==> src/hw/rtl/cham_pkg.sv <==
`timescale 1ns / 1ps

package cham_pkg;

  // Pipeline depth: one stage per round of the longest variant
  localparam int unsigned NumStages = 120;
  localparam int unsigned StageW = 7;

  localparam logic [6:0] Rounds64 = 7'd88;
  localparam logic [6:0] Rounds128 = 7'd112;
  localparam logic [6:0] Rounds256 = 7'd120;

  localparam logic [3:0] KsRotA = 4'd1;
  localparam logic [3:0] KsRotB = 4'd8;
  localparam logic [3:0] KsRotC = 4'd11;

  // Variant codes
  localparam logic [1:0] VAR_64_128 = 2'd0;
  localparam logic [1:0] VAR_128_128 = 2'd1;

  // Configuration register indexes
  localparam logic [2:0] REG_VARIANT = 3'd0;
  localparam logic [2:0] REG_KEY0 = 3'd1;
  localparam logic [2:0] REG_KEY1 = 3'd2;
  localparam logic [2:0] REG_KEY2 = 3'd3;
  localparam logic [2:0] REG_KEY3 = 3'd4;

  localparam logic CMD_DECRYPT = 1'b1;

  typedef logic [15:0][31:0] cham_rk_t;

  // One block in flight
  typedef struct packed {
    logic [3:0][31:0] x;
    logic             dec;
    logic [1:0]       variant;
  } cham_item_t;

  typedef struct packed {
    logic       valid;
    cham_item_t item;
  } cham_pipe_t;

  // Rotate left within a 16-bit or 32-bit word
  function automatic logic [31:0] cham_rotl(input logic [31:0] v, input logic [4:0] amt,
                                            input logic narrow);
    logic [31:0] d16;
    logic [63:0] d32;
    begin
      d16 = {v[15:0], v[15:0]} << amt;
      d32 = {v, v} << amt;
      cham_rotl = narrow ? {16'h0, d16[31:16]} : d32[63:32];
    end
  endfunction

  function automatic logic [31:0] cham_mask(input logic [31:0] v, input logic narrow);
    cham_mask = narrow ? {16'h0, v[15:0]} : v;
  endfunction

endpackage

==> src/hw/rtl/cham_key_sched.sv <==
`timescale 1ns / 1ps

module cham_key_sched (
  input  logic [1:0]            variant,
  input  logic [3:0][63:0]      key,
  output cham_pkg::cham_rk_t    rk
);
  import cham_pkg::*;

  logic       narrow;
  logic [3:0] nk;
  logic [7:0][31:0] mk;

  assign narrow = (variant == VAR_64_128);
  assign nk = (variant == VAR_128_128) ? 4'd4 : 4'd8;

  // Master key words, little-endian
  always_comb begin
    for (int i = 0; i < 8; i++) begin
      if (narrow) begin
        mk[i] = {16'h0, key[i >> 2][16 * (i % 4) +: 16]};
      end else begin
        mk[i] = key[i >> 1][32 * (i % 2) +: 32];
      end
    end
  end

  // Round keys: k^rol1^rol8 and k^rol1^rol11 at the swapped upper slot
  always_comb begin
    logic [31:0] t;
    logic [3:0]  hi;
    rk = '0;
    for (int i = 0; i < 8; i++) begin
      t = mk[i] ^ cham_rotl(mk[i], {1'b0, KsRotA}, narrow);
      hi = (4'(i) + nk) ^ 4'd1;
      if (4'(i) < nk) begin
        rk[i] = t ^ cham_rotl(mk[i], {1'b0, KsRotB}, narrow);
        rk[hi] = t ^ cham_rotl(mk[i], {1'b0, KsRotC}, narrow);
      end
    end
  end

endmodule

==> config.mk <==
export PLATFORM = sky130hd
export DESIGN_NAME = cham_key_sched
export DESIGN_NICKNAME = d
export VERILOG_FILES = /design/src/hw/rtl/cham_pkg.sv /design/src/hw/rtl/cham_key_sched.sv
export SDC_FILE = /design/constraint.sdc
export NUM_CORES = 1
export LEC_CHECK = 0
export ABC_AREA = 0
export ABC_CLOCK_PERIOD_IN_PS = 2200
export BUFFER_PORTS_ARGS = -buffer_cell sky130_fd_sc_hd__clkbuf_2
export CORE_AREA = 2 2 299 301
export DETAILED_ROUTE_END_ITERATION = 6
export DIE_AREA = 0 0 301 303
export PLACE_DENSITY = 0.36
export SYNTH_ARGS = -nofsm -noshare
export SYNTH_HDL_FRONTEND = slang
export SYNTH_SLANG_ARGS = --single-unit
==> constraint.sdc <==
create_clock -name vclk -period 2.2
set_input_delay 0.44 -clock vclk [all_inputs]
set_output_delay 0.44 -clock vclk [all_outputs]
set_load 0.03 [all_outputs]
* Word-level counts from Yosys, hierarchy flattened *
Index checks and enable logic that the tools add are counted.

word-level totals
  memory bits (writable) = 0
  logic and storage cells = 138
  flip-flop bits (word level) = 0
  latch bits = 0
  memory bits (read-only) = 0
  memories = 0

operators by class
  $mul = 0
  add/sub/neg operators = 7
  $lt $le $gt $ge = 24
  divide/modulo/power cells = 0
  bitwise gates (word level) = 32
  shift operators = 0
  multiplexer cells = 65
  reduce and logical (&&, ||, !) cells = 9
  equal/unequal tests = 1

operator list
  cell                   count
  $bwmux W512            8
  $mux W512              8
  $mux W32               40
  $demux W32 S4          8
  $xor A32 B32 Y32       24
  $lt A4 B5 Y1 const B   8
  $ge A4 B1 Y1 const B   8
  $add A3 B4 Y4 const A  4
  $lt A3 B4 Y1 const A   4
  $add A2 B4 Y4 const A  2
  $logic_and A1 B1 Y1    8
  $lt A1 B4 Y1 const A   2
  $lt A2 B4 Y1 const A   2
  $not A1 Y1             8
  $add A1 B4 Y4 const A  1
  $mux W4                1
  $eq A2 B1 Y1 const B   1
  $logic_not A2 Y1       1

* Longest topological paths before layout *
  depth in word-level cells = 23
  mapped depth = 6
  gate-level depth less buffers = 3

* Least setup slack after synthesis *
Ideal clock, no wire load.

  path type = input port to output port
  start point = in key[46] (netlist bit)
  end point = out rk[143] (netlist bit)
  data arrival time = 1,933 ps
  stages on the path = 4
  required time = 1,760 ps
  slack = -173 ps
  cells stage by stage = buf_2 -> xnor2_1 -> xor2_1 -> a222oi_1

RTL lines
  what         line                 text
  from (decl)  cham_key_sched.sv:5  input logic [3:0][63:0] key,
  to (decl)    cham_key_sched.sv:6  output cham_pkg::cham_rk_t rk

==> flow_summary.json <==
{
  "holdBufCountCts": 0,
  "routabilityCongestion": 0.921,
  "met3_length_um": 7510,
  "stdcell_count": 4140,
  "design.core.area_um2": 88000,
  "max_slew_margin_pct": 63.5,
  "wl_met2_um": 62300,
  "synth_area_per_cell_um2": 7.98,
  "power.total_mw": 13.3,
  "rsz0062_at_grt": "yes",
  "final_layout_size_suffix_gt1_share_pct": 57.0,
  "max-vdd-ir-drop_v": 0.000228,
  "die_h_um": 303,
  "pre_cts_slack_ns": -0.514,
  "cap_violations": 0,
  "grt_pass1_vias": 18325,
  "overflow": 0,
  "multi_input_area_um2": 14800,
  "status": "finished, violations left",
  "nClkBuffers": 0,
  "numPortBuffers": 770,
  "setup_slack_ns": -0.0357,
  "max_freq_ghz": 0.447,
  "seq_cell_count": 0,
  "hold_violations": 0,
  "power_frac_comb_pct": 100.0,
  "ys_types": 26,
  "p_sw_mw": 7.96,
  "clock_power_share_pct": 0,
  "required_ns": 1.76,
  "dp_hpwl_um": 109000,
  "grt_max_degree": 56,
  "violations": "setup timing",
  "drt_first_iter_violations": 952,
  "syn-cell-area_um2": 14800,
  "p_leak_nw": 12.4,
  "grt_usage_pct": 25.2,
  "wl_met1_um": 46900,
  "synth_fp_nets": 2106,
  "ys_warn_count": 0,
  "worst_slew_pin_slew_ns": 0.543,
  "initial_utilization_pct": 16.8,
  "fill_cells": 9735,
  "vias_per_cell": 4.27,
  "area_delta_synth_final_pct": 77.8,
  "drt-total-wl_um": 122000,
  "cp.arrival_ns": 1.80,
  "vias": 17697,
  "wl_per_cell_um": 29.4,
  "yosysSeqAreaShare_pct": 0,
  "ant_nets": 0,
  "cellInternalPower_mw": 5.30,
  "critical_path_class": "input port to output port",
  "drtPass1Iterations": 4,
  "worst-path-max-fanout": 18,
  "seqPwrFrac_pct": 0,
  "die_area_um2": 91200,
  "seq_area_um2": 0,
  "slew_viol_final": 0,
  "synth_cells": 1848,
  "drc": 0,
  "swShare_pct": 60.0,
  "worstSetupStartpointType": "input port",
  "fin_crit_sh_pct": 102,
  "num_rows": 109,
  "fin_crit_ns": 2.24,
  "hold_class": "input port to output port",
  "num_io_pins": 770,
  "maxUsedRoutingLayer": "met5",
  "antenna_found_initial": 12,
  "power_density_nw_per_um2": 505,
  "finalNetCount": 3230,
  "setup_viol": 12,
  "crit_path_end_kind": "output port",
  "die_x_um": 301,
  "grt_pass1_wl_um": 158000,
  "placed_cells": 4120
}
## cells in the mapped netlist (all sizes together)
| master | count | area [um2] |
|---|---|---|
| a21oi | 94 | 470 |
| xor3 | 11 | 262 |
| and2 | 69 | 432 |
| nand2 | 132 | 495 |
| mux2i | 62 | 621 |
| a221oi | 11 | 96.3 |
| nor2 | 48 | 183 |
| xnor3 | 37 | 833 |
| nor3 | 2 | 10.0 |
| xor2 | 100 | 876 |
| inv | 1 | 3.75 |
| a22o | 181 | 1590 |
| nor2b | 1 | 6.26 |
| or2 | 95 | 594 |
| buf | 174 | 902 |
| o2bb2ai | 6 | 52.6 |
| a222oi | 1 | 10.0 |
| clkbuf | 77 | 295 |
| o221a | 37 | 417 |
| xnor2 | 685 | 6340 |
| mux2 | 24 | 270 |
## power by group through the flow
| stage | combinational, mW | clock, mW | sequential, mW |
|---|---|---|---|
| after floorplan | 6.81 | 0 | 0 |
| after global placement | 12.7 | 0 | 0 |
| after detailed placement | 12.6 | 0 | 0 |
| after CTS | 13.1 | 0 | 0 |
| after global routing | 13.9 | 0.000000183 | 0 |
| final | 13.3 | 0.000000199 | 0 |
## per-stage QoR
step | utilization [%] | hold slack (ns) | cell area (um2) | setup TNS (ns)
2_1_floorplan | - | 1.08 | 14800 | -1.05
3_3_place_gp | 27.6 | 1.32 | 24300 | -13.56
3_5_place_dp | 27.6 | 1.31 | 24300 | -13.05
4_1_cts | 28.9 | 1.32 | 25500 | -0.502
5_1_grt | 29.8 | 1.32 | 26200 | -2.39
6_report | 29.8 | 1.31 | 26200 | -0.197
## layout make-up
| class | count | area share [%] |
|---|---|---|
| Timing Repair Buffer | 1373 | 37.9 |
| Multi-Input combinational cell | 1596 | 56.5 |
| Antenna cell | 5 | 0.0477 |
| Tap cell | 1165 | 5.56 |
| Inverter | 1 | 0.0191 |
## layer usage
layer  vias to the layer above  track usage, %
li1                       8363               -
met1                      8619            28.2
met2                       605            46.8
met3                       104            5.44
met4                         6            8.41
met5                         -               0
## final timing paths
kind,cells after the start,end,from,slack [ns]
setup / recovery,8,rk[484],variant[0],-0.04
hold / removal,3,rk[9],key[1],1.31
## worst max-delay path, cell delays in order
cell	delay (ns)
buf_6	0.10
buf_12	0.13
nor2_4	0.16
buf_4	0.20
buf_12	0.18
buf_12	0.15
a22o_1	0.18
clkbuf_4	0.20
## layout by cell type, fill, tap and decap left out, types with 36 or more instances in the layout
master / Yosys / final
xnor2_1: 640 / 573
buf_2: 169 / 36
a22o_1: 181 / 175
and2_1: 69 / 69
nand2_1: 132 / 132
or2_2: 94 / 94
buf_12: 0 / 66
buf_4: 0 / 570
clkbuf_2: 5 / 594
nor2_1: 47 / 47
mux2i_1: 62 / 52
xnor2_2: 45 / 80
a21oi_1: 94 / 90
clkbuf_4: 0 / 59
xor2_1: 100 / 83
## cells by family (layout without fill, tap and decap cells)
group / count (synthesis) / after routing / synth area share, %
AO/OA/AOI/OAI: 330 / 330 / 17.8
AND/OR/NAND/NOR: 347 / 347 / 11.7
multiplexers: 86 / 86 / 6.04
buffers and inverters: 252 / 1374 / 8.14
XOR/XNOR: 833 / 833 / 56.3
other: 0 / 5 / 0
## timing repair
action	in CTS	in global routing
endpoints found under the setup margin	177	195
endpoints found under the hold margin	0	0
cloned	1	5
setup buffers	8	4
pin swaps	22	14
resized for setup	206	200
(Power assumes the default switching activity.)
