### src/hw/rtl/cham_pkg.sv
`timescale 1ns / 1ps

package cham_pkg;

  // Pipeline depth: one stage per round of the longest variant
  localparam int unsigned NumStages = 120;
  localparam int unsigned StageW = 7;

  localparam logic [6:0] Rounds64 = 7'd88;
  localparam logic [6:0] Rounds128 = 7'd112;
  localparam logic [6:0] Rounds256 = 7'd120;

  localparam logic [3:0] KsRotA = 4'd1;
  localparam logic [3:0] KsRotB = 4'd8;
  localparam logic [3:0] KsRotC = 4'd11;

  // Variant codes
  localparam logic [1:0] VAR_64_128 = 2'd0;
  localparam logic [1:0] VAR_128_128 = 2'd1;

  // Configuration register indexes
  localparam logic [2:0] REG_VARIANT = 3'd0;
  localparam logic [2:0] REG_KEY0 = 3'd1;
  localparam logic [2:0] REG_KEY1 = 3'd2;
  localparam logic [2:0] REG_KEY2 = 3'd3;
  localparam logic [2:0] REG_KEY3 = 3'd4;

  localparam logic CMD_DECRYPT = 1'b1;

  typedef logic [15:0][31:0] cham_rk_t;

  // One block in flight
  typedef struct packed {
    logic [3:0][31:0] x;
    logic             dec;
    logic [1:0]       variant;
  } cham_item_t;

  typedef struct packed {
    logic       valid;
    cham_item_t item;
  } cham_pipe_t;

  // Rotate left within a 16-bit or 32-bit word
  function automatic logic [31:0] cham_rotl(input logic [31:0] v, input logic [4:0] amt,
                                            input logic narrow);
    logic [31:0] d16;
    logic [63:0] d32;
    begin
      d16 = {v[15:0], v[15:0]} << amt;
      d32 = {v, v} << amt;
      cham_rotl = narrow ? {16'h0, d16[31:16]} : d32[63:32];
    end
  endfunction

  function automatic logic [31:0] cham_mask(input logic [31:0] v, input logic narrow);
    cham_mask = narrow ? {16'h0, v[15:0]} : v;
  endfunction

endpackage

### src/hw/rtl/cham_round.sv
`timescale 1ns / 1ps

module cham_round (
  input  logic                 clk,
  input  logic                 rst_n,
  input  logic                 adv,
  input  logic [6:0]           stage_idx,
  input  cham_pkg::cham_rk_t   rk,
  input  cham_pkg::cham_pipe_t pin,
  output cham_pkg::cham_pipe_t pout
);
  import cham_pkg::*;

  logic        narrow;
  logic [6:0]  nrounds;
  logic        active;
  logic [6:0]  r;
  logic [1:0]  j;
  logic [1:0]  n;
  logic [3:0]  kidx;
  logic [4:0]  ri;
  logic [4:0]  ro;
  logic [31:0] b;
  logic [31:0] a;
  logic [31:0] newx;
  cham_item_t  item_nxt;
  logic        valid_r;
  cham_item_t  item_r;

  assign narrow = (pin.item.variant == VAR_64_128);

  always_comb begin
    case (pin.item.variant)
      VAR_64_128:  nrounds = Rounds64;
      VAR_128_128: nrounds = Rounds128;
      default:     nrounds = Rounds256;
    endcase
  end

  // Round number this stage applies; decryption walks the rounds backward
  assign active = (stage_idx < nrounds);
  assign r = (pin.item.dec == CMD_DECRYPT) ? (nrounds - 7'd1 - stage_idx) : stage_idx;
  assign j = r[1:0];
  assign n = r[1:0] + 2'd1;
  assign kidx = (pin.item.variant == VAR_128_128) ? {1'b0, r[2:0]} : r[3:0];
  assign ri = r[0] ? 5'd8 : 5'd1;
  assign ro = r[0] ? 5'd1 : 5'd8;

  // Add-rotate-xor and its inverse
  always_comb begin
    b = cham_rotl(pin.item.x[n], ri, narrow) ^ rk[kidx];
    if (pin.item.dec == CMD_DECRYPT) begin
      a = cham_rotl(pin.item.x[j], (narrow ? 5'd16 : 5'd0) - ro, narrow) - b;
      newx = cham_mask(a ^ {25'h0, r}, narrow);
    end else begin
      a = pin.item.x[j] ^ {25'h0, r};
      newx = cham_rotl(cham_mask(a + b, narrow), ro, narrow);
    end
    item_nxt = pin.item;
    if (active) begin
      item_nxt.x[j] = newx;
    end
  end

  always_ff @(posedge clk) begin
    if (!rst_n) begin
      valid_r <= 1'b0;
    end else if (adv) begin
      valid_r <= pin.valid;
    end
  end

  always_ff @(posedge clk) begin
    if (adv) begin
      item_r <= item_nxt;
    end
  end

  assign pout.valid = valid_r;
  assign pout.item = item_r;

endmodule

### config.mk
export PLATFORM = sky130hd
export DESIGN_NAME = cham_round
export DESIGN_NICKNAME = d
export VERILOG_FILES = /design/src/hw/rtl/cham_pkg.sv /design/src/hw/rtl/cham_round.sv
export SDC_FILE = /design/constraint.sdc
export NUM_CORES = 1
export LEC_CHECK = 0
export BUFFER_PORTS_ARGS = -buffer_cell sky130_fd_sc_hd__buf_2
export CORE_AREA = 2 2 308 310
export CTS_BUF_LIST = sky130_fd_sc_hd__clkbuf_8 sky130_fd_sc_hd__clkbuf_16
export DETAILED_ROUTE_END_ITERATION = 10
export DIE_AREA = 0 0 310 312
export PLACE_DENSITY = 0.52
export SYNTH_ARGS = -nofsm -noshare
export SYNTH_HDL_FRONTEND = slang
export SYNTH_SLANG_ARGS = --single-unit
### constraint.sdc
create_clock -name clk -period 10.98 [get_ports clk]
set_input_delay 2.196 -clock clk [delete_from_list [all_inputs] [get_ports clk]]
set_output_delay 2.196 -clock clk [all_outputs]
set_load 0.01 [all_outputs]
### Yosys cells after proc, flatten, opt, wreduce, memory -nomap -nowiden

Cells that the tools add are included.

| word-level totals | value |
|---|---|
| bits in registers | 132 |
| input bits | 654 |
| output and inout bits | 132 |
| logic and storage cells | 52 |

| operators by class | value |
|---|---|
| add/sub/neg operators | 6 |
| $lt $le $gt $ge | 5 |
| equality and inequality tests | 1 |
| shift operators | 6 |
| mux-type cells | 22 |
| bitwise operators | 3 |
| reductions and logical operators | 2 |

Operator list:

| kind | count |
|---|---|
| 32-bit 2-to-1 mux | 10 |
| 32-bit binary-select mux with 2-bit select | 2 |
| 32-bit binary-select mux with 4-bit select | 1 |
| 128-bit bitwise mux | 1 |
| 128-bit 2-to-1 mux | 1 |
| 64-bit by 4-bit << shifter with 64-bit output | 2 |
| 32-bit demux with 2-bit select | 1 |
| 32-bit by 4-bit << shifter with 32-bit output | 2 |
| 64-bit by 5-bit << shifter with 64-bit output | 1 |
| 32-bit by 7-bit bitwise XOR with 32-bit output | 2 |
| 32-bit adder | 1 |
| 32-bit by 5-bit << shifter with 32-bit output | 1 |
| 32-bit subtractor | 1 |
| 32-bit bitwise XOR | 1 |
| 4-bit 2-to-1 mux | 3 |
| 6-bit case mux with 2 select lines | 1 |
| 7-bit less-than comparator | 1 |
| 7-bit 2-to-1 mux | 1 |
| 7-bit by 1-bit subtractor with 7-bit output, second input constant | 1 |
| 7-bit subtractor | 1 |
| 2-bit by 3-bit less-than comparator with 1-bit output, second input constant | 2 |
| 4-bit by 5-bit less-than comparator with 1-bit output, second input constant | 1 |
| 5-bit 2-to-1 mux | 1 |
| 5-bit by 4-bit subtractor with 5-bit output | 1 |
| other kinds (5) | 5 |

### Depth between registers and ports, before layout

Gate-level depths: netlist (run 1).

| logic depth | value |
|---|---|
| depth after elaboration | 18 |
| mapped depth | 32 |
| depth with buffers taken out | 24 |

### Worst setup path before layout (run 1)

OpenSTA, ideal clock, no wires.

| path | value |
|---|---|
| path type | input -> register |
| from | input port pin[2] (netlist bit) |
| to | register item_r (netlist bit pout[31]) (data pin) |
| library setup time | 0.273 ns |
| arrival | 8.380 ns |
| data required time | 10.707 ns |
| path slack | 2.327 ns |
| cell stages on the path | 28 |
| buffers on the path | 7 |
| cell sequence | buf_6 -> xor2_1 -> buf_2 -> buf_2 -> clkbuf_1 -> buf_2 -> clkbuf_1 -> clkbuf_1 -> nand2_1 -> a32oi_1 -> nor3_1 -> a31o_2 -> xnor2_1 -> inv_1 -> ha_1 -> a21o_1 -> a21oi_1 -> o21bai_1 -> a2111oi_0 -> nor3b_1 -> mux2i_1 -> a22o_1 -> a21oi_4 -> a41oi_2 -> xor2_1 -> nor2_1 -> a2111oi_2 -> o21ai_0 |

RTL lines:

| element | line | RTL |
|---|---|---|
| start, declared | cham_round.sv:9 | `input cham_pkg::cham_pipe_t pin,` |
| end signal, assigned | cham_round.sv:75 | `item_r <= item_nxt;` |
| end, declared | cham_round.sv:28 | `cham_item_t item_r;` |

==> flow_summary.rst, run 1 <==
.. list-table::
   :header-rows: 1

   * - Metric
     - Value
   * - Avg WL per Cell
     - 30.7 µm
   * - Type of the tightest min-delay check
     - flop to flop
   * - Wire length of the first global-routing pass
     - 182,000 µm
   * - Non-filler cells, final
     - 4,382
   * - Chip width
     - 310 µm
   * - CP Class
     - input port to flop
   * - Antenna Violating Nets Remaining
     - 0
   * - Seq/Total Area, Yosys
     - 0.203
   * - Overflow after GRT
     - 0
   * - Worst slew margin relative to its limit
     - 0.325
   * - Drt total wl
     - 135,000 µm
   * - Top-Level Pins
     - 786
   * - Final-stage net count
     - 3,803
   * - Detailed-route vias per instance
     - 5.44
   * - Synth warnings
     - 0
   * - Run status
     - completed
   * - Worst-case clock buffer depth
     - 2
   * - Root Buffer
     - sky130_fd_sc_hd__clkbuf_16
   * - Grt met1 use
     - 0.340
   * - Highest ir drop seen on vdd
     - 116 µV
   * - Post-Synthesis Cell Area
     - 19,500 µm²
   * - Main combinational cell family by area after synthesis
     - compound AO/OA/AOI/OAI gates
   * - Max Slew Vio Count
     - 0
   * - Pin count of the biggest net entering global routing
     - 70
   * - Share of flip-flops with an asynchronous set or reset
     - 0
   * - Pre-Repair DR Iteration Count
     - 5
   * - Multiplexer share of the synthesized area
     - 0.198
   * - Register clock-pin slew on the reported worst setup and hold paths
     - 0.07 ns
   * - Number of synthesized register bits
     - 132
   * - Crit. End Element
     - flop
   * - Commonest cells after routing, fill and taps aside
     - sky130_fd_sc_hd__buf_2, sky130_fd_sc_hd__nand2_1, sky130_fd_sc_hd__o21ai_0
   * - Sequential power share
     - 0.158
   * - Internal power summed over all cells
     - 2.10 mW
   * - Data required time at the worst endpoint
     - 11.14 ns
   * - Max-cap violations
     - 0
   * - Number of rows created at floorplan
     - 112
   * - Routed via count
     - 23,800
   * - Global-route usage over all layers
     - 0.268
   * - Highest achievable clock rate
     - 111 MHz
   * - Number of buffers inserted to repair setup after CTS
     - 0
   * - Kind of launch point of the worst setup path
     - input port
   * - Number of distinct library cell variants in the gate-level netlist after synthesis
     - 102
   * - Final core occ
     - 0.274
   * - CTS Buf Count
     - 17
   * - Number of enable-type register cells in the synthesized netlist
     - 131
   * - Arrival time worst endpoint
     - 9.17 ns
   * - RSZ-0062 raised after global routing
     - no
   * - NetSw
     - 2.24 mW
   * - Xor/xnor cell area share of the yosys netlist
     - 0.0545
   * - Starting utilization of the core area
     - 0.210
   * - Worst clock skew
     - 0 ns
   * - Placement Setup Slack
     - 1.65 ns
   * - Number of gates resized after CTS
     - 0
   * - Most common flop cell mapped by yosys
     - sky130_fd_sc_hd__edfxtp_1
   * - Syn Area/Cell
     - 8.09 µm²
   * - Number of levels in the clock H-tree
     - 4
   * - Commonest non-fill, non-tap cell in the layout
     - sky130_fd_sc_hd__buf_2
   * - Max FO, Critical Path
     - 27
   * - Number of buffers inserted by port buffering
     - 785
   * - Number of remaining DRC errors
     - 0
   * - Hold-critical path depth
     - 2
   * - Clock tree from TritonCTS
     - yes
   * - Layout overhead on the synthesized area
     - 30.6%
   * - Fin worst setup slack
     - 1.97 ns
   * - Vertical die dimension
     - 312 µm
   * - Number of setup violations in the final report
     - 0
   * - Fraction of met3 tracks used by global routing
     - 0.0316
   * - Total leakage power
     - 11.0 nW
   * - Final period demand of the worst path
     - 9.01 ns
   * - Instance area after placement
     - 24,800 µm²
   * - Ratio of cells with drive above 1 in the final layout
     - 0.350
   * - Clock share of power
     - 0.151
   * - Number of cells in the design after placement
     - 4,327
   * - Mapped Cells
     - 2,413
   * - Total of hold buffers inserted after clock tree synthesis
     - 0
   * - Final hold violations
     - 0
   * - Number of violations reported at the end of detailed-routing iteration 0
     - 2,506
   * - Net count after synthesis
     - 3,124
   * - Logic gate share of total power
     - 0.691
   * - Count of cells along the worst register-to-register path
     - 2
   * - HPWL after detailed placement
     - 113,000 µm
   * - Adder-cell share of the synthesized area
     - 0.0399
   * - Final clock period utilization by the worst path
     - 0.820
   * - Placeable core region
     - 93,000 µm²
   * - Area fraction in compound gates after synthesis
     - 0.244
   * - Total negative slack for setup checks
     - 0 ns
   * - Simple-Gate Fraction of Synth Area
     - 0.203
   * - Areal power density over the cells
     - 170 nW/µm²
   * - Met2 layer usage reported by global route
     - 0.461
   * - Via count of the first global-routing pass
     - 22,900
   * - Clock latency of the later-clocked register in the worst-skew pair
     - 0.44 ns
   * - Slew at the pin with the worst max-slew slack
     - 1.00 ns
   * - Final Cell Area
     - 25,500 µm²
   * - Die Footprint
     - 96,700 µm²
   * - Number of sinks driven by the clock tree
     - 132
   * - Antenna violations before repair
     - 53
   * - Final Wtd Congestion
     - 1.04
   * - Switching power share of the total
     - 0.516
   * - Most used routing layer in global routing
     - met2
## cell families after synthesis
group	Yosys count
adder cells (fa/ha/maj)	62
XOR/XNOR	109
buffers and inverters	244
multiplexers	250
AND/OR/NAND/NOR	892
flip-flops	132
AO/OA/AOI/OAI	724
## worst paths after layout
path / startpoint / to / slack [ns]
worst max-delay path: pin[0] / pout[62] / 1.97
worst min-delay path: valid_r / valid_r / 0.56
worst max register to register: valid_r / valid_r / 10.33
worst min register to register: valid_r / valid_r / 0.56
## layout make-up
cell class,count,area (µm²)
multi-input combinational,2037,14600
inverter,54,203
clock buffer,17,425
antenna,24,60.1
tap,1254,1570
timing repair buffer,850,4460
clock inverter,14,224
fill,10400,67600
sequential,132,3950
## cell usage after synthesis, types with 17 or more instances
library cell,n,share of area
sky130_fd_sc_hd__nand2_1,501,0.096
sky130_fd_sc_hd__o21ai_0,173,0.044
sky130_fd_sc_hd__clkbuf_1,131,0.025
sky130_fd_sc_hd__edfxtp_1,131,0.20
sky130_fd_sc_hd__a21oi_1,126,0.032
sky130_fd_sc_hd__nor2_1,114,0.022
sky130_fd_sc_hd__mux2i_1,105,0.054
sky130_fd_sc_hd__mux4_2,104,0.12
sky130_fd_sc_hd__a31oi_1,86,0.028
sky130_fd_sc_hd__xnor2_1,64,0.029
sky130_fd_sc_hd__nand3_1,61,0.016
sky130_fd_sc_hd__ha_1,55,0.035
sky130_fd_sc_hd__o221ai_1,54,0.024
sky130_fd_sc_hd__inv_1,52,0.010
sky130_fd_sc_hd__nor3_1,49,0.013
sky130_fd_sc_hd__o22ai_1,46,0.015
sky130_fd_sc_hd__mux2_2,38,0.022
sky130_fd_sc_hd__xor2_1,36,0.016
sky130_fd_sc_hd__a21o_1,32,0.012
sky130_fd_sc_hd__o21ai_1,30,0.0077
sky130_fd_sc_hd__and3_1,29,0.0093
sky130_fd_sc_hd__a22oi_1,27,0.010
sky130_fd_sc_hd__and2_1,27,0.0087
sky130_fd_sc_hd__nor2b_1,27,0.0087
sky130_fd_sc_hd__buf_1,19,0.0037
sky130_fd_sc_hd__nand2b_1,19,0.0061
sky130_fd_sc_hd__nand4_1,19,0.0061
sky130_fd_sc_hd__buf_2,17,0.0044
## worst max-delay path, cell delays in order
cell                        delay, ns
sky130_fd_sc_hd__buf_2           0.10
sky130_fd_sc_hd__nor2b_1         0.57
sky130_fd_sc_hd__inv_1           0.27
sky130_fd_sc_hd__ha_1            0.44
sky130_fd_sc_hd__mux2_2          0.35
sky130_fd_sc_hd__nand2_2         0.31
sky130_fd_sc_hd__buf_4           0.41
sky130_fd_sc_hd__a31o_2          0.27
sky130_fd_sc_hd__xnor2_1         0.21
sky130_fd_sc_hd__inv_1           0.12
sky130_fd_sc_hd__ha_1            0.29
sky130_fd_sc_hd__a21o_1          0.18
sky130_fd_sc_hd__a21oi_1         0.22
sky130_fd_sc_hd__o21bai_1        0.11
sky130_fd_sc_hd__a2111oi_0       0.85
sky130_fd_sc_hd__nor3b_1         0.13
sky130_fd_sc_hd__mux2i_1         0.22
sky130_fd_sc_hd__a22o_1          0.26
sky130_fd_sc_hd__a21oi_4         0.15
sky130_fd_sc_hd__a21oi_1         0.31
sky130_fd_sc_hd__xor2_1          0.24
sky130_fd_sc_hd__o21ai_0         0.11
sky130_fd_sc_hd__a211oi_1        0.57
sky130_fd_sc_hd__o21ai_0         0.23
## metal layers
layer  part of all wire  vias up  wire length, µm
met1               0.40    11700            54000
met3              0.068      260             9120
met5            0.00091        -              123
met4              0.042       18             5670
met2               0.49     1369            65700
li1                   -    10500                -
## power by group through the flow
stage | logic, mW | registers [mW] | clock network (mW)
finish | 3.00 | 0.686 | 0.656
global route | 3.17 | 0.692 | 0.681
CTS | 2.95 | 0.687 | 0.660
detailed placement | 2.93 | 0.697 | 0
global placement | 2.95 | 0.699 | 0
floorplan | 1.73 | 0.731 | 0
## registers in the layout, indices dropped and copies added, names as in the netlist
signal and cells:
pout 131, valid_r 1
## per-stage QoR
stage          hold WS [ns]  power, mW
6_report              0.560       4.34
5_1_grt               0.600       4.55
4_1_cts               0.558       4.29
2_1_floorplan         0.484       2.46
3_5_place_dp          0.550       3.63
3_3_place_gp          0.548       3.65
(Power assumes the default switching activity.)
==> inputs of run 2 (changes only) <==
==> constraint.sdc (replaced) <==
create_clock -name clk -period 8.52 [get_ports clk]
set_input_delay 1.704 -clock clk [delete_from_list [all_inputs] [get_ports clk]]
set_output_delay 1.704 -clock clk [all_outputs]
set_load 0.01 [all_outputs]
==> run 2 against run 1 <==
Compared with the run above:
- combinational power rose by 43%
- critical path type unchanged
- utilization is 0.98 points higher
- die area unchanged
- cell count is 2.6% higher
- clock power up 9.9%
- via count increased by 2.8%
- sequential power is 29% higher
==> flow_summary.rst, run 2 (synthesis gave the netlist of run 1 again) <==
.. list-table::
   :header-rows: 1

   * - Metric
     - Value
   * - Critical Path Slowest Stage Cell
     - sky130_fd_sc_hd__nor2_1
   * - Clock latency of the later-clocked register in the worst-skew pair
     - 0.44 ns (about the same)
   * - Ratio of cells with drive above 1 in the final layout
     - 0.374 (+0.0234)
   * - Total negative slack for setup checks
     - 0 ns (unchanged)
   * - Data required time at the worst endpoint
     - 8.69 ns (-2.45 ns)
   * - HPWL after detailed placement
     - 112,000 µm (-0.89%)
   * - Total leakage power
     - 11.6 nW (+5.0%)
   * - Number of levels in the clock H-tree
     - 4 (unchanged)
   * - Number of violations reported at the end of detailed-routing iteration 0
     - 2,382 (-4.9%)
   * - Worst slew margin relative to its limit
     - 0.289 (-0.0358)
   * - Final Wtd Congestion
     - 1.02 (-2.0%)
   * - Arrival time worst endpoint
     - 7.83 ns (-1.34 ns)
   * - Antenna violations before repair
     - 52 (-1.9%)
   * - Vertical die dimension
     - 312 µm (unchanged)
   * - Die Footprint
     - 96,700 µm² (unchanged)
   * - Starting utilization of the core area
     - 0.210 (unchanged)
   * - Highest ir drop seen on vdd
     - 156 µV (+34%)
   * - Max-cap violations
     - 0 (unchanged)
   * - Layout overhead on the synthesized area
     - 35.2%
   * - Most repeated library cell on the critical path
     - sky130_fd_sc_hd__buf_4
   * - Final hold violations
     - 0 (unchanged)
   * - Pre-Repair DR Iteration Count
     - 8 (+3)
   * - Setup slack, reg-to-reg
     - 7.88 ns (-2.45 ns)
   * - Number of fill cells
     - 10,300 (-0.82%)
   * - Number of sinks driven by the clock tree
     - 132 (unchanged)
   * - Worst clock skew
     - 0 ns (unchanged)
   * - Chip width
     - 310 µm (unchanged)
   * - Global-route usage over all layers
     - 0.265 (-0.00272)
   * - Number of rows created at floorplan
     - 112 (unchanged)
   * - Number of remaining DRC errors
     - 0 (unchanged)
   * - Final clock period utilization by the worst path
     - 0.899
   * - Clock tree from TritonCTS
     - yes
   * - Final-stage net count
     - 3,915 (+2.9%)
   * - Run status
     - completed
   * - Areal power density over the cells
     - 223 nW/µm² (+31%)
   * - Avg WL per Cell
     - 29.7 µm (-3.5%)
   * - Register clock-pin slew on the reported worst setup and hold paths
     - 0.06 ns (about the same)
   * - Number of setup violations in the final report
     - 0 (unchanged)
   * - Commonest cells after routing, fill and taps aside
     - sky130_fd_sc_hd__buf_2, sky130_fd_sc_hd__nand2_1, sky130_fd_sc_hd__o21ai_0
   * - Routed via count
     - 24,500 (+2.8%)
   * - Detailed-route vias per instance
     - 5.45 (+0.22%)
   * - Minimum hold slack
     - 0.557 ns (-0.00291 ns)
   * - Root Buffer
     - sky130_fd_sc_hd__clkbuf_16
   * - Antenna Violating Nets Remaining
     - 0 (unchanged)
   * - Largest delay share family, worst path
     - compound AO/OA/AOI/OAI gates
   * - RSZ-0062 raised after global routing
     - no
   * - Top-Level Pins
     - 786 (unchanged)
   * - Total of hold buffers inserted after clock tree synthesis
     - 0 (unchanged)
   * - Number of buffers inserted by port buffering
     - 785 (unchanged)
   * - Number of buffers inserted to repair setup after CTS
     - 0 (unchanged)
   * - Overflow after GRT
     - 0 (unchanged)
   * - Via count of the first global-routing pass
     - 23,100 (+1.2%)
   * - Worst-case clock buffer depth
     - 2 (unchanged)
   * - Final core occ
     - 0.284 (+0.00976)
   * - Reg area
     - 3950 µm² (unchanged)
   * - Pin count of the biggest net entering global routing
     - 87 (+24%)
   * - Flip-flop count of the largest register, all copies and words added
     - 131 (unchanged)
   * - Crit. End Element
     - flop
   * - Largest stage delay, worst path
     - 0.77 ns (-0.08 ns)
   * - Placeable core region
     - 93,000 µm² (unchanged)
   * - CP Class
     - input port to flop
   * - Type of the tightest min-delay check
     - flop to flop
   * - Area of the multi-input gates
     - 14,600 µm² (about the same)
   * - Max FO, Critical Path
     - 27 (unchanged)
   * - Commonest non-fill, non-tap cell in the layout
     - sky130_fd_sc_hd__buf_2
   * - Drt total wl
     - 133,000 µm (-1.0%)
   * - Kind of launch point of the worst setup path
     - input port
   * - Wire length of the first global-routing pass
     - 181,000 µm (-0.81%)
   * - Slew at the pin with the worst max-slew slack
     - 1.06 ns (+0.0591 ns)
   * - Number of gates resized after CTS
     - 0 (unchanged)
   * - Highest achievable clock rate
     - 131 MHz
   * - Final period demand of the worst path
     - 7.66 ns
   * - Max Slew Vio Count
     - 0 (unchanged)
   * - Worst Path Buf+Inv
     - 9 (+5)
   * - CTS Buf Count
     - 17 (unchanged)
==> run 2: cell types whose count changed in the layout (fill, tap and decap cells not counted), sizes merged <==
cell      previous run  this run
bufinv               5         0
clkinv               5         2
buf                850       962
diode               24        23
clkinvlp             0         3
inv                 58        64
==> run 2: per-stage QoR <==
stage	power, mW	worst slack [ns]	cell area (µm²)	cells
global placement	5.12	0.437	25800	4439
CTS	5.82	0.933	26300	4471
finish	5.89	0.860	26400	4494
detailed placement	5.09	0.513	25800	4439
global route	6.17	0.506	26400	4486
floorplan	3.18	0.359	19500	2413
==> run 2: final timing paths <==
path              endpoint         start  cells past startpoint
setup reg to reg   valid_r       valid_r                      2
setup / recovery  pout[88]  stage_idx[1]                     29
hold reg to reg    valid_r       valid_r                      2
hold / removal     valid_r       valid_r                      2
==> run 2: where the power goes <==
part / leakage, nW / internal [mW] / switching, mW
clock network: 0.272 / 0.386 / 0.335
logic: 10.0 / 1.68 / 2.60
registers: 1.29 / 0.849 / 0.0359
total: 11.6 / 2.92 / 2.97
==> run 2: area by class of cell <==
class	instances	area share
timing repair buffer	962	0.206
antenna	23	0.00218
tap	1254	0.0594
sequential	132	0.150
multi-input combinational	2037	0.553
clock inverter	15	0.00536
clock buffer	17	0.0161
inverter	54	0.00768
==> run 2: worst min-delay path, stage by stage (launching register included) <==
cell and delay (ns):
sky130_fd_sc_hd__dfxtp_1 0.33, sky130_fd_sc_hd__mux2i_1 0.12, sky130_fd_sc_hd__nor2b_1 0.05
==> run 2: routing by layer <==
layer / global-route usage / share of wire
met1: 0.339 / 0.40
met2: 0.450 / 0.48
met3: 0.0332 / 0.073
met4: 0.103 / 0.043
met5: 0 / 0.00041
